<file path="config.mk">
export PLATFORM = sky130hd
export DESIGN_NAME = asfm_div
export DESIGN_NICKNAME = d
export VERILOG_FILES = /design/src/hw/rtl/asfm_pkg.sv /design/src/hw/rtl/asfm_div.sv
export SDC_FILE = /design/constraint.sdc
export NUM_CORES = 1
export LEC_CHECK = 0
export BUFFER_PORTS_ARGS = -buffer_cell sky130_fd_sc_hd__buf_2
export CORE_MARGIN = 5
export CORE_UTILIZATION = 28
export DETAILED_ROUTE_END_ITERATION = 7
export PLACE_DENSITY = 0.44
export SLEW_MARGIN = 20
export SYNTH_ARGS = -nofsm -noshare
export SYNTH_HDL_FRONTEND = slang
export SYNTH_SLANG_ARGS = --single-unit
</file>
<file path="constraint.sdc">
create_clock -name clk -period 6.5 [get_ports clk]
set_input_delay 1.3 -clock clk [delete_from_list [all_inputs] [get_ports clk]]
set_output_delay 1.3 -clock clk [all_outputs]
set_load 0.05 [all_outputs]
</file>
<file path="src/hw/rtl/asfm_pkg.sv">
// Package for the adaptive symbol frequency model: types, codes and constants.
package asfm_pkg;

    // Fixed sizes set by the field widths.
    localparam int MAX_SYMBOLS  = 2048;
    localparam int SYM_BITS     = 11;
    localparam int ALPHA_BITS   = 12;
    localparam int DEC_DEPTH    = 514;
    localparam int DEC_BITS     = 10;
    localparam int CYC_BITS     = 15;
    localparam int TOTAL_BITS   = 32;

    // Shared table memory: cumulative entries first, decoder entries above them.
    localparam int TAB_DEPTH    = MAX_SYMBOLS + DEC_DEPTH;
    localparam int TAB_BITS     = 12;

    // Defaults for the top-level parameters.
    localparam int DEF_LENGTH_SHIFT = 15;
    localparam int DEF_MAX_TOTAL    = 32768;
    localparam int DEF_COUNT_BITS   = 16;

    // Item operations.
    typedef enum logic [2:0] {
        OP_INIT       = 3'd0,
        OP_LOAD       = 3'd1,
        OP_OBSERVE    = 3'd2,
        OP_READ_DIST  = 3'd3,
        OP_READ_TABLE = 3'd4
    } op_t;

    // Result status codes.
    typedef enum logic [1:0] {
        ST_OK    = 2'd0,
        ST_RANGE = 2'd1,
        ST_SAT   = 2'd2
    } status_t;

    // Configuration register indexes.
    typedef enum logic [1:0] {
        CFG_ALPHABET = 2'd0,
        CFG_ENCODER  = 2'd1
    } cfg_index_t;

    // Sequencer states.
    typedef enum logic [4:0] {
        S_CLEAR,
        S_IDLE,
        S_FILL,
        S_INIT,
        S_ADD,
        S_HRD,
        S_HWR,
        S_DIVST,
        S_DIVW,
        S_CRD,
        S_CMUL,
        S_CWR,
        S_TFILL,
        S_TAIL0,
        S_TAIL,
        S_CYC,
        S_OBS,
        S_RDCUM,
        S_RDDEC,
        S_DONE
    } state_t;

    typedef struct packed {
        logic [2:0]  op;
        logic [10:0] entry_index;
        logic [15:0] load_value;
        logic        last_load;
    } item_t;

    typedef struct packed {
        logic [15:0] read_data;
        logic [1:0]  status;
        logic        rebuilt;
    } result_t;

    // Smallest index width of at least 3 with n <= 1 << (width + 2).
    function automatic logic [3:0] dec_index_bits(input logic [ALPHA_BITS-1:0] n);
        logic [3:0] tb;
        tb = 4'd3;
        for (int i = 0; i < 7; i++) begin
            if (n > (ALPHA_BITS'(1) << (tb + 4'd2))) begin
                tb = tb + 4'd1;
            end
        end
        return tb;
    endfunction

endpackage

</file>
<file path="src/hw/rtl/asfm_div.sv">
// Bit-serial restoring divider that forms 0x80000000 / divisor.
module asfm_div
    import asfm_pkg::*;
(
    input  logic                  clk,
    input  logic                  rst_n,
    input  logic                  start,
    input  logic [TOTAL_BITS-1:0] divisor,
    output logic                  done,
    output logic [TOTAL_BITS-1:0] quotient
);

    logic [TOTAL_BITS:0]   rem_reg, rem_next;
    logic [TOTAL_BITS-1:0] quo_reg, quo_next;
    logic [TOTAL_BITS-1:0] dvd_reg, dvd_next;
    logic [TOTAL_BITS-1:0] dvs_reg, dvs_next;
    logic [5:0]            cnt_reg, cnt_next;
    logic                  busy_reg, busy_next;
    logic                  done_reg, done_next;
    logic [TOTAL_BITS:0]   trial;

    // One quotient bit per cycle, most significant first.
    always_comb
    begin
        rem_next  = rem_reg;
        quo_next  = quo_reg;
        dvd_next  = dvd_reg;
        dvs_next  = dvs_reg;
        cnt_next  = cnt_reg;
        busy_next = busy_reg;
        done_next = 1'b0;
        trial     = {rem_reg[TOTAL_BITS-1:0], dvd_reg[TOTAL_BITS-1]};
        if (start) begin
            rem_next  = '0;
            quo_next  = '0;
            dvd_next  = 32'h8000_0000;
            dvs_next  = (divisor == '0) ? TOTAL_BITS'(1) : divisor;
            cnt_next  = '0;
            busy_next = 1'b1;
        end else if (busy_reg) begin
            dvd_next = {dvd_reg[TOTAL_BITS-2:0], 1'b0};
            if (trial >= {1'b0, dvs_reg}) begin
                rem_next = trial - {1'b0, dvs_reg};
                quo_next = {quo_reg[TOTAL_BITS-2:0], 1'b1};
            end else begin
                rem_next = trial;
                quo_next = {quo_reg[TOTAL_BITS-2:0], 1'b0};
            end
            cnt_next = cnt_reg + 6'd1;
            if (cnt_reg == 6'(TOTAL_BITS - 1)) begin
                busy_next = 1'b0;
                done_next = 1'b1;
            end
        end
    end

    always_ff @(posedge clk or negedge rst_n)
    begin
        if (!rst_n) begin
            busy_reg <= 1'b0;
            done_reg <= 1'b0;
            cnt_reg  <= '0;
        end else begin
            busy_reg <= busy_next;
            done_reg <= done_next;
            cnt_reg  <= cnt_next;
        end
    end

    always_ff @(posedge clk)
    begin
        rem_reg <= rem_next;
        quo_reg <= quo_next;
        dvd_reg <= dvd_next;
        dvs_reg <= dvs_next;
    end

    assign done     = done_reg;
    assign quotient = quo_reg;

endmodule

</file>
==> results.md <==
| Parameter | Value |
| --- | --- |
| Total nets after synthesis | 795 |
| Part of the Yosys area used for sequential elements | 0.397 |
| Post-synth top cells | sky130_fd_sc_hd__nor2_1, sky130_fd_sc_hd__dfxtp_1, sky130_fd_sc_hd__clkbuf_1 |
| Top flip-flop cell by instance count after synthesis | sky130_fd_sc_hd__dfxtp_1 |
| Placeable core area | 21800 um^2 |
| TritonCTS clock tree | built |
| Number of antenna violations at the first check in global routing | 0 |
| Count of unique library cells instantiated by Yosys | 65 |
| Largest net degree at the start of global routing | 81 |
| Antenna diode count | 0 |
| RSZ-0062 raised after global routing | no |
| Number of iterations in the first detailed-routing pass | 5 |
| Top-level port count | 68 |
| Crit path arrival time | 4.20 ns |
| Maximum clock path buffer count | 2 |
| Final core utilization | 0.318 |
| Final Hold Violating Endpoints | 0 |
| GRT Util Overall | 0.134 |
| Hold Path Cell Cnt | 1 |
| Setup Slack @ Placement | 2.60 ns |
| Post-route insts no fill | 1022 |
| Combined area of all synthesized cells | 6200 um^2 |
| Min Tclk post-route | 3.96 ns |
| Worst-path fanout max | 28 |
| Root Buffer Master | sky130_fd_sc_hd__clkbuf_16 |
| Outcome | completed |
| Leakage component of the power | 3.09 nW |
| MaxCap Viol Count | 0 |
| Syn Inst Count | 726 |
| Max frequency | 0.252 GHz |
| Number of rows in the core area | 54 |
| Number of input and output port buffers inserted | 67 |
| Count of yosys warnings during synthesis | 0 |
| Synthesized area per cell | 8.54 um^2 |
| Post-detailed-placement half-perimeter wirelength | 12.4 mm |
| Number of hold-repair buffers added at the cts stage | 0 |
| Cell with the most instances after synthesis | sky130_fd_sc_hd__nor2_1 |
| Final worst-path cycle share | 0.610 |
| Total power divided by cell area | 379 nW/um^2 |
| Largest area contributor in the netlist | sky130_fd_sc_hd__dfxtp_1 |
| Post_cts resized | 0 |
| Leftover overflow at the end of global routing | 0 |
| Yosys reg bits | 105 |
| Count of cells along the worst register-to-register path | 8 |
| Top area cells in the synthesized netlist | sky130_fd_sc_hd__dfxtp_1, sky130_fd_sc_hd__edfxtp_1, sky130_fd_sc_hd__ha_1 |
| Total wire length after detailed routing | 17.2 mm |
| Die Wd | 159 um |
| Share of synthesized flip-flops with an asynchronous set or reset | 0.0762 |
| TNS Setup | 0 ns |
| Buffer count from post-CTS setup fixing | 0 |
| Maximum vdd drop | 0.000155 V |
| Final worst setup slack | 2.54 ns |
| CTS buffer count | 9 |
| Final setup violation count | 0 |
| Detail Route Antenna Nets | 0 |
| Critical Path End Type | register |
| Data required, critical path | 6.74 ns |
| Count of flip-flops with a built-in enable after synthesis | 32 |
| R2R setup slack | 2.54 ns |
| DRC | 0 |
| Share of the synthesized area in the top cell type | 0.210 |
| Final Net Count | 806 |
| Clock Skews | 0.0150 ns |
| Die outline area | 25200 um^2 |
| Iteration-0 DRC count of the detailed router | 252 |
| Die Y | 159 um |
| Path class of the lowest-slack min-delay path | reg -> reg |
| Wire length of the first global-routing pass | 27.9 mm |
| Number of pins exceeding their max-slew limit in the final report | 0 |
| Share of cells above drive strength 1 | 0.132 |
| Total instance count after detailed placement | 1006 |
| Max-slew headroom | 0.260 |
| Starting density of the core | 0.284 |
| Via count of the first global-routing pass | 5345 |
| Clock Latency Late Sink | 0.37 ns |
| Critical path start-end classification | reg -> reg |
| Vias after detailed routing | 5314 |
| Final weighted congestion in routability-driven placement | 0.871 |
| Wire length per cell after detailed routing | 16.8 um |
| Area growth from synthesis to final layout | 12.0% |
| Per-cell via count in the routed design | 5.20 |
| Worst slew pin tran | 1.11 ns |
| Clock sink count | 105 |
| H-tree levels | 3 |
| CP Launch Type | register |
| Tightest hold margin | 0.468 ns |
| Clock slew at reported path FFs | 0.08 ns |
## cell usage in the layout (no fill, tap or decap), types with 33 or more instances in the layout
cell	netlist	routed
sky130_fd_sc_hd__nor2_1	95	95
sky130_fd_sc_hd__buf_2	4	66
sky130_fd_sc_hd__dfxtp_1	65	65
sky130_fd_sc_hd__o21ai_0	52	52
sky130_fd_sc_hd__nand2_1	42	42
sky130_fd_sc_hd__inv_1	41	41
sky130_fd_sc_hd__nand3_1	37	37
sky130_fd_sc_hd__a21oi_1	37	37
sky130_fd_sc_hd__mux2i_1	33	33
sky130_fd_sc_hd__ha_1	33	33
## through the flow
stage	power [mW]	cell area, um^2
3_5_place_dp	2.07	6650
3_3_place_gp	2.08	6650
5_1_grt	2.83	6950
2_1_floorplan	1.78	6200
4_1_cts	2.65	6950
6_report	2.63	6950
## cell families (layout without fill, tap and decap cells)
family                     Yosys count  after routing  synth area share
xor gates and xnor gates            28             28            0.0395
adders and majority gates           34             34            0.0698
muxes                               33             33            0.0532
and+or+nand+nor                    239            239             0.181
AOI/OAI and AO/OA                  176            176             0.188
DFF                                105            105             0.397
buffers and inverters              111            127            0.0712
## worst max-delay path, stage by stage (launching register included)
cell and delay (ns):
sky130_fd_sc_hd__edfxtp_1 0.32, sky130_fd_sc_hd__inv_1 0.04, sky130_fd_sc_hd__ha_1 0.43, sky130_fd_sc_hd__and3_1 0.33, sky130_fd_sc_hd__nand4_1 0.19, sky130_fd_sc_hd__o311ai_0 0.69
sky130_fd_sc_hd__o21ba_1 0.92, sky130_fd_sc_hd__nor2_1 0.42, sky130_fd_sc_hd__a2111oi_0 0.49
## final timing paths
check	end	startpoint
max in group asynchronous	busy_reg$_DFF_PN0_	rst_n
max reg2reg	rem_reg[22]$_SDFFE_PP0P_	dvs_reg[27]$_SDFFCE_PN0P_
min reg2reg	dvd_reg[31]$_SDFFE_PP1P_	dvd_reg[31]$_SDFFE_PP1P_
max	rem_reg[22]$_SDFFE_PP0P_	dvs_reg[27]$_SDFFCE_PN0P_
min	dvd_reg[31]$_SDFFE_PP1P_	dvd_reg[31]$_SDFFE_PP1P_
min in group asynchronous	cnt_reg[3]$_DFFE_PN0P_	rst_n
## routing by layer
| layer | vias to the layer above | GRT usage | wire length, um |
|---|---|---|---|
| met1 | 2562 | 0.172 | 7930 |
| met2 | 104 | 0.228 | 8380 |
| met4 | 0 | 0.0395 | 252 |
| li1 | 2628 | - | - |
| met5 | - | 0 | 0 |
| met3 | 20 | 0.0238 | 604 |
## area by class of cell
type / count / area, um^2
Fill cell: 2259 / 14900
Multi-Input combinational cell: 510 / 3320
Sequential cell: 105 / 2470
Timing Repair Buffer: 70 / 360
Tap cell: 280 / 350
Clock buffer: 10 / 239
Inverter: 41 / 154
Clock inverter: 6 / 61.3
## power by group
| group | total, mW | internal [mW] | switching [mW] |
|---|---|---|---|
| Combinational | 1.21 | 0.460 | 0.754 |
| Clock | 0.561 | 0.281 | 0.280 |
| Sequential | 0.859 | 0.782 | 0.0774 |
| Total | 2.63 | 1.52 | 1.11 |
(Power assumes the default switching activity.)
